File: src/sv/hir_pkg.sv
// Shared types, constants and helpers for the hyperspectral interleave reorder core.
// No dependencies; every other file refers to this package by scoped names.
package hir_pkg;

  // element width of the cube samples carried on the 16-bit value port
  localparam int ELEM_BITS = 16;
  localparam logic [15:0] VALUE_MASK =
      (ELEM_BITS >= 16) ? 16'hFFFF : 16'((64'd1 << ELEM_BITS) - 64'd1);

  // largest legal cube dimensions
  localparam logic [11:0] MAX_SAMPLES = 12'd2048;
  localparam logic [11:0] MAX_LINES   = 12'd2048;
  localparam logic [11:0] MAX_BANDS   = 12'd512;

  // configuration register word indexes
  localparam logic [2:0] REG_SAMPLES = 3'd0;
  localparam logic [2:0] REG_LINES   = 3'd1;
  localparam logic [2:0] REG_BANDS   = 3'd2;
  localparam logic [2:0] REG_SRC     = 3'd3;
  localparam logic [2:0] REG_TGT     = 3'd4;

  typedef enum logic [1:0] {
    ORD_BSQ = 2'd0,
    ORD_BIL = 2'd1,
    ORD_BIP = 2'd2
  } order_e;

  typedef struct packed {
    logic [11:0] samples;
    logic [11:0] lines;
    logic [9:0]  bands;
  } cube_geom_t;

  typedef struct packed {
    logic [10:0] row;
    logic [10:0] col;
    logic [8:0]  band;
  } cube_pos_t;

  // a zero count acts as one, an oversized count saturates
  function automatic logic [11:0] eff_count(logic [11:0] v, logic [11:0] hi);
    logic [11:0] r;
    if (v == 12'd0) begin
      r = 12'd1;
    end else if (v > hi) begin
      r = hi;
    end else begin
      r = v;
    end
    return r;
  endfunction

  // the unused order code falls back to band-sequential
  function automatic order_e eff_order(logic [1:0] v);
    order_e r;
    case (v)
      2'd1:    r = ORD_BIL;
      2'd2:    r = ORD_BIP;
      default: r = ORD_BSQ;
    endcase
    return r;
  endfunction

endpackage

File: src/sv/hyperspectral_interleave_reorder_core.sv
// Top level of the hyperspectral interleave reorder core: APB registers, scan, index pipe.
// Depends on hir_pkg, hir_scan and hir_index_pipe.
//
// The core accepts cube elements in the source interleave (bsq, bil or bip) and returns
// each one with its element index in the target interleave, ready to drive the write
// address of a reorder buffer. One transaction is accepted per clock while in_stall_o
// is low. An accepted transaction lands in the input register and moves into the result
// register once that is free, and the result register offers it. While a result waits
// for its consumer the input register takes one more transaction, then in_stall_o rises.
// The rate is set by the scan counter update, which completes in the accepting cycle;
// the index sum (two multiplies and two adds) sits between the input and result registers.
// A transaction with cube_start set restarts the scan at row, column and band zero;
// cube_last flags the final element, after which the counters wrap on their own.
// Program geometry and orders over APB only while no transaction is in flight. Counts of
// zero act as one, counts above range saturate, and order code 3 acts as bsq.
module hyperspectral_interleave_reorder_core (
  input  logic        clk_i,
  input  logic        rst_ni,
  // APB configuration port
  input  logic        psel,
  input  logic        penable,
  input  logic        pwrite,
  input  logic [4:0]  paddr,
  input  logic [31:0] pwdata,
  output logic [31:0] prdata,
  output logic        pready,
  // element input channel
  input  logic        in_valid_i,
  output logic        in_stall_o,
  input  logic [15:0] sample_value_i,
  input  logic        cube_start_i,
  // result output channel
  output logic        out_valid_o,
  input  logic        out_stall_i,
  output logic [30:0] target_index_o,
  output logic [15:0] value_out_o,
  output logic        cube_last_o
);

  logic [11:0] samples_q;
  logic [11:0] lines_q;
  logic [9:0]  bands_q;
  logic [1:0]  src_q;
  logic [1:0]  tgt_q;
  logic [2:0]  reg_idx;
  logic        cfg_wr;

  hir_pkg::cube_geom_t geom;
  hir_pkg::order_e     src_ord, tgt_ord;
  hir_pkg::cube_pos_t  pos;
  logic                in_accept;
  logic                scan_last;

  assign pready  = 1'b1;
  assign reg_idx = paddr[4:2];
  assign cfg_wr  = psel && penable && pwrite;

  // register writes; addresses past the list are dropped
  always_ff @(posedge clk_i or negedge rst_ni) begin
    if (!rst_ni) begin
      samples_q <= 12'd1;
      lines_q   <= 12'd1;
      bands_q   <= 10'd1;
      src_q     <= 2'd0;
      tgt_q     <= 2'd0;
    end else if (cfg_wr) begin
      case (reg_idx)
        hir_pkg::REG_SAMPLES: samples_q <= pwdata[11:0];
        hir_pkg::REG_LINES:   lines_q   <= pwdata[11:0];
        hir_pkg::REG_BANDS:   bands_q   <= pwdata[9:0];
        hir_pkg::REG_SRC:     src_q     <= pwdata[1:0];
        hir_pkg::REG_TGT:     tgt_q     <= pwdata[1:0];
        default: ;
      endcase
    end
  end

  always_comb begin
    case (reg_idx)
      hir_pkg::REG_SAMPLES: prdata = {20'd0, samples_q};
      hir_pkg::REG_LINES:   prdata = {20'd0, lines_q};
      hir_pkg::REG_BANDS:   prdata = {22'd0, bands_q};
      hir_pkg::REG_SRC:     prdata = {30'd0, src_q};
      hir_pkg::REG_TGT:     prdata = {30'd0, tgt_q};
      default:              prdata = 32'd0;
    endcase
  end

  // clamp the programmed geometry into its legal range
  always_comb begin
    geom.samples = hir_pkg::eff_count(samples_q, hir_pkg::MAX_SAMPLES);
    geom.lines   = hir_pkg::eff_count(lines_q, hir_pkg::MAX_LINES);
    geom.bands   = 10'(hir_pkg::eff_count({2'b00, bands_q}, hir_pkg::MAX_BANDS));
  end

  assign src_ord   = hir_pkg::eff_order(src_q);
  assign tgt_ord   = hir_pkg::eff_order(tgt_q);
  assign in_accept = in_valid_i && !in_stall_o;

  // advance the scan once per accepted transaction
  hir_scan u_scan (
    .clk_i    (clk_i),
    .rst_ni   (rst_ni),
    .accept_i (in_accept),
    .start_i  (cube_start_i),
    .geom_i   (geom),
    .src_i    (src_ord),
    .pos_o    (pos),
    .last_o   (scan_last)
  );

  hir_index_pipe u_pipe (
    .clk_i       (clk_i),
    .rst_ni      (rst_ni),
    .in_valid_i  (in_valid_i),
    .in_stall_o  (in_stall_o),
    .pos_i       (pos),
    .geom_i      (geom),
    .tgt_i       (tgt_ord),
    .value_i     (sample_value_i & hir_pkg::VALUE_MASK),
    .last_i      (scan_last),
    .out_valid_o (out_valid_o),
    .out_stall_i (out_stall_i),
    .index_o     (target_index_o),
    .value_o     (value_out_o),
    .last_o      (cube_last_o)
  );

endmodule

File: src/sv/hir_scan.sv
// Row, column and band scan counters that step in the arrival interleave order.
// Depends on hir_pkg for the geometry and position types and the order codes.
module hir_scan (
  input  logic                clk_i,
  input  logic                rst_ni,
  input  logic                accept_i,
  input  logic                start_i,
  input  hir_pkg::cube_geom_t geom_i,
  input  hir_pkg::order_e     src_i,
  output hir_pkg::cube_pos_t  pos_o,
  output logic                last_o
);

  logic [10:0] row_q, row_d;
  logic [10:0] col_q, col_d;
  logic [8:0]  band_q, band_d;
  hir_pkg::cube_pos_t cur;
  logic wrap_r, wrap_c, wrap_b;
  logic [10:0] row_nx, col_nx;
  logic [8:0]  band_nx;

  always_comb begin
    // restart the scan on a cube start
    cur.row  = start_i ? 11'd0 : row_q;
    cur.col  = start_i ? 11'd0 : col_q;
    cur.band = start_i ? 9'd0  : band_q;

    wrap_r = ({1'b0, cur.row} + 12'd1) >= geom_i.lines;
    wrap_c = ({1'b0, cur.col} + 12'd1) >= geom_i.samples;
    wrap_b = ({1'b0, cur.band} + 10'd1) >= geom_i.bands;

    row_nx  = wrap_r ? 11'd0 : cur.row + 11'd1;
    col_nx  = wrap_c ? 11'd0 : cur.col + 11'd1;
    band_nx = wrap_b ? 9'd0  : cur.band + 9'd1;

    row_d  = cur.row;
    col_d  = cur.col;
    band_d = cur.band;
    case (src_i)
      hir_pkg::ORD_BIL: begin
        col_d = col_nx;
        if (wrap_c) band_d = band_nx;
        if (wrap_c && wrap_b) row_d = row_nx;
      end
      hir_pkg::ORD_BIP: begin
        band_d = band_nx;
        if (wrap_b) col_d = col_nx;
        if (wrap_b && wrap_c) row_d = row_nx;
      end
      default: begin
        col_d = col_nx;
        if (wrap_c) row_d = row_nx;
        if (wrap_c && wrap_r) band_d = band_nx;
      end
    endcase
  end

  assign pos_o  = cur;
  assign last_o = wrap_r && wrap_c && wrap_b;

  always_ff @(posedge clk_i or negedge rst_ni) begin
    if (!rst_ni) begin
      row_q  <= 11'd0;
      col_q  <= 11'd0;
      band_q <= 9'd0;
    end else if (accept_i) begin
      row_q  <= row_d;
      col_q  <= col_d;
      band_q <= band_d;
    end
  end

  // the last element of a cube wraps every counter
  a_last_wraps: assert property (@(posedge clk_i) disable iff (!rst_ni)
    (accept_i && last_o) |=> (row_q == 11'd0 && col_q == 11'd0 && band_q == 9'd0))
    else $error("scan counters did not wrap after the last element");

endmodule

File: src/sv/hir_index_pipe.sv
// Input register and result register that turn a scan position into a target interleave index.
// Depends on hir_pkg for the geometry and position types and the order codes.
module hir_index_pipe (
  input  logic                clk_i,
  input  logic                rst_ni,
  input  logic                in_valid_i,
  output logic                in_stall_o,
  input  hir_pkg::cube_pos_t  pos_i,
  input  hir_pkg::cube_geom_t geom_i,
  input  hir_pkg::order_e     tgt_i,
  input  logic [15:0]         value_i,
  input  logic                last_i,
  output logic                out_valid_o,
  input  logic                out_stall_i,
  output logic [30:0]         index_o,
  output logic [15:0]         value_o,
  output logic                last_o
);

  logic en1, en2;

  // input register: operands of the index sum a*x + y*z + w
  logic        v1_q;
  logic [10:0] a1_q, a1_d;
  logic [23:0] x1_q, x1_d;
  logic [10:0] y1_q, y1_d;
  logic [11:0] z1_q, z1_d;
  logic [10:0] w1_q, w1_d;
  logic [15:0] val1_q;
  logic        last1_q;
  logic [11:0] m_sel;

  // result register
  logic        v2_q;
  logic [30:0] idx2_q;
  logic [15:0] val2_q;
  logic        last2_q;
  logic [30:0] idx_d;

  assign en2 = !v2_q || !out_stall_i;
  assign en1 = !v1_q || en2;
  assign in_stall_o = !en1;

  // pick the operands for the target order and form the outer stride (band plane for bsq, line for bil and bip)
  always_comb begin
    case (tgt_i)
      hir_pkg::ORD_BIL: begin
        a1_d  = pos_i.row;
        m_sel = {2'b00, geom_i.bands};
        y1_d  = {2'b00, pos_i.band};
        z1_d  = geom_i.samples;
        w1_d  = pos_i.col;
      end
      hir_pkg::ORD_BIP: begin
        a1_d  = pos_i.row;
        m_sel = {2'b00, geom_i.bands};
        y1_d  = pos_i.col;
        z1_d  = {2'b00, geom_i.bands};
        w1_d  = {2'b00, pos_i.band};
      end
      default: begin
        a1_d  = {2'b00, pos_i.band};
        m_sel = geom_i.lines;
        y1_d  = pos_i.row;
        z1_d  = geom_i.samples;
        w1_d  = pos_i.col;
      end
    endcase
    x1_d = 24'(geom_i.samples) * 24'(m_sel);
  end

  // index wraps at 31 bits
  assign idx_d = 31'(a1_q) * 31'(x1_q) + 31'(y1_q) * 31'(z1_q) + 31'(w1_q);

  always_ff @(posedge clk_i or negedge rst_ni) begin
    if (!rst_ni) begin
      v1_q <= 1'b0;
      v2_q <= 1'b0;
    end else begin
      if (en1) v1_q <= in_valid_i;
      if (en2) v2_q <= v1_q;
    end
  end

  always_ff @(posedge clk_i) begin
    if (en1 && in_valid_i) begin
      a1_q    <= a1_d;
      x1_q    <= x1_d;
      y1_q    <= y1_d;
      z1_q    <= z1_d;
      w1_q    <= w1_d;
      val1_q  <= value_i;
      last1_q <= last_i;
    end
    if (en2 && v1_q) begin
      idx2_q  <= idx_d;
      val2_q  <= val1_q;
      last2_q <= last1_q;
    end
  end

  assign out_valid_o = v2_q;
  assign index_o     = idx2_q;
  assign value_o     = val2_q;
  assign last_o      = last2_q;

  a_empty_no_stall: assert property (@(posedge clk_i) disable iff (!rst_ni)
    !v2_q |-> !in_stall_o)
    else $error("input stalled with an empty result register");

  a_accept_fills: assert property (@(posedge clk_i) disable iff (!rst_ni)
    (in_valid_i && !in_stall_o) |=> v1_q)
    else $error("accepted transaction missing from the input register");

  a_drain_to_out: assert property (@(posedge clk_i) disable iff (!rst_ni)
    (v1_q && !v2_q) |=> v2_q)
    else $error("transaction lost between the input register and the result register");

endmodule
File: config.mk
export PLATFORM = sky130hd
export DESIGN_NAME = hyperspectral_interleave_reorder_core
export DESIGN_NICKNAME = d
export VERILOG_FILES = /design/src/sv/hir_pkg.sv /design/src/sv/hyperspectral_interleave_reorder_core.sv /design/src/sv/hir_scan.sv /design/src/sv/hir_index_pipe.sv
export SDC_FILE = /design/constraint.sdc
export NUM_CORES = 2
export LEC_CHECK = 0
export ABC_AREA = 1
export ABC_CLOCK_PERIOD_IN_PS = 16700
export BUFFER_PORTS_ARGS = -buffer_cell sky130_fd_sc_hd__buf_2
export CORE_MARGIN = 4
export CORE_UTILIZATION = 40
export CTS_BUF_LIST = sky130_fd_sc_hd__clkbuf_4 sky130_fd_sc_hd__clkbuf_8 sky130_fd_sc_hd__clkbuf_16
export DETAILED_ROUTE_END_ITERATION = 10
export SLEW_MARGIN = 20
export SYNTH_ARGS = -nofsm -noshare
export SYNTH_HDL_FRONTEND = slang
export SYNTH_SLANG_ARGS = --single-unit
export TNS_END_PERCENT = 20
File: constraint.sdc
create_clock -name clk_i -period 16.7 [get_ports clk_i]
set_input_delay 2.505 -clock clk_i [delete_from_list [all_inputs] [get_ports clk_i]]
set_output_delay 2.505 -clock clk_i [all_outputs]
set_load 0.01 [all_outputs]
# Yosys cells after proc, flatten, opt, wreduce, memory -nomap -nowiden
# Index checks and enable logic that the tools add are counted.
# word_totals
reg_bits	205
word_cells	104
# op_classes
addsub	8
mul	3
n_lt_le_gt_ge	6
eq_ne	12
mux	28
n_reduce_logical	24
# op_table
op	n
11-bit two-way mux	9
12-bit two-way mux	5
12-bit case mux with 5 select lines	1
9-bit two-way mux	6
31-bit by 11-bit adder with 31-bit output	1
31-bit by 23-bit adder with 31-bit output	1
11-bit by 24-bit multiplier with 31-bit output	1
10-bit two-way mux	3
11-bit by 1-bit adder with 12-bit output (second input constant)	2
12-bit >= comparator	2
12-bit greater-than comparator (second input constant)	2
12-bit zero test	2
12-bit by 12-bit multiplier with 24-bit output	1
11-bit by 12-bit multiplier with 23-bit output	1
11-bit by 1-bit adder with 11-bit output (second input constant)	2
11-bit case mux with 2 select lines	1
9-bit case mux with 2 select lines	1
9-bit by 1-bit adder with 10-bit output (second input constant)	1
10-bit >= comparator	1
10-bit greater-than comparator (second input constant)	1
10-bit zero test	1
2-bit AND reduction	5
9-bit by 1-bit adder with 9-bit output (second input constant)	1
2-bit by 1-bit equality test with 1-bit output (second input constant)	4
10 further kinds	26

# Depth between registers and ports, before layout
# depth
ltp_word	7
depth_mapped	29
depth_no_buf	28

# Hierarchy
# From an unflattened synthesis, not the netlist that was laid out.
# unflattened
hier_cells	3770
hier_area_um2	30081.4
# by_module_without_submodules
mod	n_inst	cells_per_inst	area_per_inst_um2	seq_area_each_um2
hir_index_pipe	1	2802	23682.7	4073.9
hir_scan	1	641	3965.1	775.7
hyperspectral_interleave_reorder_core	1	327	2433.6	954.7

# Worst setup path before layout
# OpenSTA, ideal clock, no wires.
# synth_path
path_type	reg2reg
startpoint	reg u_pipe.a1_q[1]
endpoint	reg u_pipe.idx2_q[30] (netlist: u_pipe.index_o[30]) (data pin)
setup_time_ns	0.252
arrival_time_ns	5.710
required_ns	16.448
slack_ns	10.738
stages_incl_launch_ff	26
path_buffers	1
path_cell_list	edfxtp_1 clkbuf_1 nand2_1 fa_1 fa_1 fa_1 inv_1 fa_1 fa_1 inv_1 fa_1 fa_1 inv_1 ha_1 a21oi_1 o21ai_0 a21oi_1 inv_1 nand2_1 nand2_1 nand2_1 inv_1 nor2_1 inv_1 nand2_1 nand2_1
# synth_via
elab_chain_cells	3
# synth_rtl
item	line	rtl
from (decl)	hir_index_pipe.sv:24	logic [10:0] a1_q, a1_d;
from (signal assigned)	hir_index_pipe.sv:87	a1_q <= a1_d;
11-bit by 24-bit multiplier with 31-bit output	hir_index_pipe.sv:73	assign idx_d = 31'(a1_q) * 31'(x1_q) + 31'(y1_q) * 31'(z1_q) + 31'(w1_q);
31-bit by 23-bit adder with 31-bit output	hir_index_pipe.sv:73	
31-bit by 11-bit adder with 31-bit output	hir_index_pipe.sv:73	
named net u_pipe.idx_d[30]	hir_index_pipe.sv:38	logic [30:0] idx_d;
to (signal assigned)	hir_index_pipe.sv:96	idx2_q <= idx_d;
to (decl)	hir_index_pipe.sv:35	logic [30:0] idx2_q;
# The timed path passes the listed nets, and every way through them passes these cells.
# A chain may end at the register's enable or synchronous reset.

# Worst setup path after layout
# layout_path
startpoint	reg u_pipe.a1_q[2]
endpoint	reg u_pipe.idx2_q[30] (netlist: u_pipe.index_o[30]) (data pin)
# The elaborated chain is that of the path after synthesis.

==> results by group <==
Place
  • DP HPWL: between 50000 and 60000 um
  • Input/output buffers: 100
  • GP Congestion: 0.892
  • Area of placed instances: 0.0303 mm2

Drt
  • First DRT Iteration DRCs: roughly 1300
  • Drt pass-1 iters: 5
  • Antenna violation net count after detailed routing: 0
  • Vias: roughly 22000
  • Routed wire length: 73600 um
  • Vias per inst: 4.84
  • Routed len/inst: ~16 um
  • Drc violations: 0

Cells and area
  • Post-route cell area: ~0.031 mm2
  • Commonest non-fill, non-tap cells in the layout: inv_1, nand2_1, fa_1
  • NumNets Final: 4347
  • Fin util: 43.5%
  • Antenna Cells: 0
  • Area grow syn2layout: 7.40%
  • Commonest non-fill, non-tap cell in the layout: inv_1
  • Layout cells sized above 1: a little over 6%

Yosys
  • EDFF count, synth: 134
  • Post-synth ARST share: 34.6%
  • Largest family of logic cells by synthesized area: adder cells
  • Mapped Area: between 0.02 and 0.03 mm2
  • Post-synth top area share: 29.7%
  • Synth area leader: fa_1
  • Simple-gate share of the synthesized area: 17.3%
  • Post-synthesis sequential area ratio: approximately a fifth
  • Synth cell types: 58
  • Multiplexer area fraction after synthesis: 0%
  • Adder-Cell Fraction of Synth Area: approximately 41%
  • Synth Instances: 3573
  • Main flop type after synthesis: edfxtp_1
  • Post-synthesis compound-gate area fraction: 5.58%
  • Top cells by area, synth: fa_1, edfxtp_1, inv_1, nand2_1, ha_1
  • Seq cells post-synth: 205
  • XOR/XNOR Fraction of Synth Area: 2.02%
  • Mean post-synth cell area: 8.15 um2
  • Ys Warns: 0

Floorplanning
  • Starting density of the core: between 40% and 50%
  • Die ar.: 0.0772 mm2
  • Core ar.: 0.0719 mm2
  • Row count: 98
  • IO Count: approximately 140
  • Die X-Extent: approximately 280 um
  • Die height: 278 um

Worst setup path
  • Top cell family by delay on the critical path: adder cells
  • R2R Setup Slk: 9.61 ns
  • CP Depth: 24
  • Crit. End Element: register
  • CP peak stage delay: 1.08 ns
  • Critical Path AT: 7.41 ns
  • Worst setup SP type: register
  • Most used cell, CP: fa_1
  • Max FO, Critical Path: 24
  • Critical Path, Cell by Cell: nand2_1 -> fa_1 -> fa_1 -> fa_1 -> inv_1 -> fa_1 -> fa_1 -> inv_1 -> fa_1 -> fa_1 -> inv_1 -> ha_1 -> a21oi_1 -> o21ai_0 -> a21oi_1 -> inv_1 -> nand2_1 -> nand2_1 -> nand2_1 -> inv_1 -> nor2_1 -> inv_1 -> nand2_1 -> nand2_1
  • Worst R2R End: u_pipe.index_o[30]
  • Critical path buffers and inverters: 6
  • Reg2reg start: u_pipe.a1_q[2]
  • CP max stage cell: edfxtp_1
  • Crit Path Category: register to register
  • Worst setup startpoint: u_pipe.a1_q[2]
  • CP required: 17.02 ns
  • Worst setup path endpoint: u_pipe.index_o[30]
  • Worst reg-to-reg path cell count: 24

STA
  • Final setup TNS: 0 ns
  • Endpoints failing setup: 0
  • Max Clk Rate: 141 MHz
  • Hold WS: approximately 0.42 ns
  • Fin crit period: around 7.1 ns
  • Tcrit/Tclk final: 42.4%
  • RSZ-0062 raised after global routing: no
  • Final number of hold-violating endpoints: 0
  • Worst-Margin Slew: 1.18 ns
  • Slew Viols, Final: 0
  • Max-Slew Margin vs Limit: 21.2%
  • Worst Clk Skew: between 0.03 and 0.04 ns

Global routing
  • Largest net degree at the start of global routing: 89
  • GRT overflow: 0
  • Initial antenna violation count: 0
  • Vias in the first global route: 23100
  • GR Util All Layers: 19.3%
  • First-pass GRT wire length: 121000 um

Min path
  • Hold Path Class: register to register

CTS
  • Sink Count: 205
  • H-tree levels: 1
  • Clock root buffer: clkbuf_16
  • Hold Buf Count CTS: 0
  • Number of post-CTS setup repair buffers: 0
  • Num CTS Buffers: 26
  • CTS Buffer Depth: 3
  • CTS resizes: 0
  • Reg clk slew, reported paths: 0.06 ns
  • Clock tree from TritonCTS: yes
  • Worst-Skew Late Latency: 0.59 ns

Run status
  • Status: completed

Flow run
  • Number of max-cap violations: 0
==> metal layers <==
metal	global-route usage (%)	wire, um	vias to the layer above
li1	-	-	10600
met1	26.9	33500	10800
met2	31.9	33900	627
met3	2.35	4130	109
met4	5.09	2000	0
met5	0	0	-
==> flip-flops by register name, summed over array words and instances, names as in the netlist <==
| name | flops |
|---|---|
| u_pipe.index_o | 31 |
| u_pipe.x1_q | 24 |
| u_pipe.val1_q | 16 |
| u_pipe.value_o | 16 |
| lines_q | 12 |
| samples_q | 12 |
| u_pipe.z1_q | 12 |
| u_pipe.a1_q | 11 |
| u_pipe.w1_q | 11 |
| u_pipe.y1_q | 11 |
| u_scan.col_q | 11 |
| u_scan.row_q | 11 |
| bands_q | 10 |
| u_scan.band_q | 9 |
| src_q | 2 |
| tgt_q | 2 |
| u_pipe.last1_q | 1 |
| u_pipe.last_o | 1 |
| u_pipe.out_valid_o | 1 |
| u_pipe.v1_q | 1 |
==> synth_stat cells (8+ instances only) <==
cell type	count
fa_1	432
clkbuf_1	91
nor2_2	13
nand2_2	9
xor2_1	43
a21oi_1	99
edfxtp_1	134
nand2_1	882
nand4_1	24
nor2_1	198
nor3_2	8
o211ai_1	15
inv_1	937
nor3_1	16
buf_4	22
ha_1	255
o21ai_0	129
buf_2	14
o21ai_1	10
nand3_1	59
xnor2_1	24
dfrtp_1	68
inv_2	9
==> logic make-up (layout without fill, tap and decap cells) <==
family / Yosys count / count (layout)
AOI/OAI and AO/OA: 294 / 294
buffers and inverters: 1082 / 1109
DFF: 205 / 205
adders and majority gates: 687 / 687
other: 2 / 21
and+or+nand+nor: 1236 / 1236
xor gates and xnor gates: 67 / 67
==> area by class of cell <==
cell class | instances | area (um2)
timing repair buffer | 112 | 601
inverter | 949 | 3570
fill | 7264 | 40600
multi-input combinational | 2305 | 19200
clock inverter | 19 | 230
clock buffer | 29 | 686
sequential | 205 | 5800
tap | 950 | 1190
==> worst min path at each step <==
stage | endpoint | slack, ns | startpoint | depth (start not counted)
2_1_floorplan | u_pipe.last_o | 0.40 | u_pipe.last1_q | 0
3_3_place_gp | u_pipe.value_o[14] | 0.40 | u_pipe.val1_q[14] | 0
3_5_place_dp | u_pipe.value_o[12] | 0.41 | u_pipe.val1_q[12] | 0
4_1_cts | u_pipe.value_o[0] | 0.42 | u_pipe.val1_q[0] | 0
5_1_grt | u_pipe.value_o[10] | 0.43 | u_pipe.val1_q[10] | 0
6_report | u_pipe.value_o[0] | 0.42 | u_pipe.val1_q[0] | 0
==> stage by stage <==
stage / worst slack [ns] / cells
4_1_cts: 9.52 / 4568
2_1_floorplan: 10.74 / 3592
5_1_grt: 9.31 / 4569
6_report: 9.61 / 4569
3_5_place_dp: 9.55 / 4520
3_3_place_gp: 9.71 / 4520
Power is not shown: default switching activity piles up to over one toggle a cycle in this logic, so the estimate is an artifact.
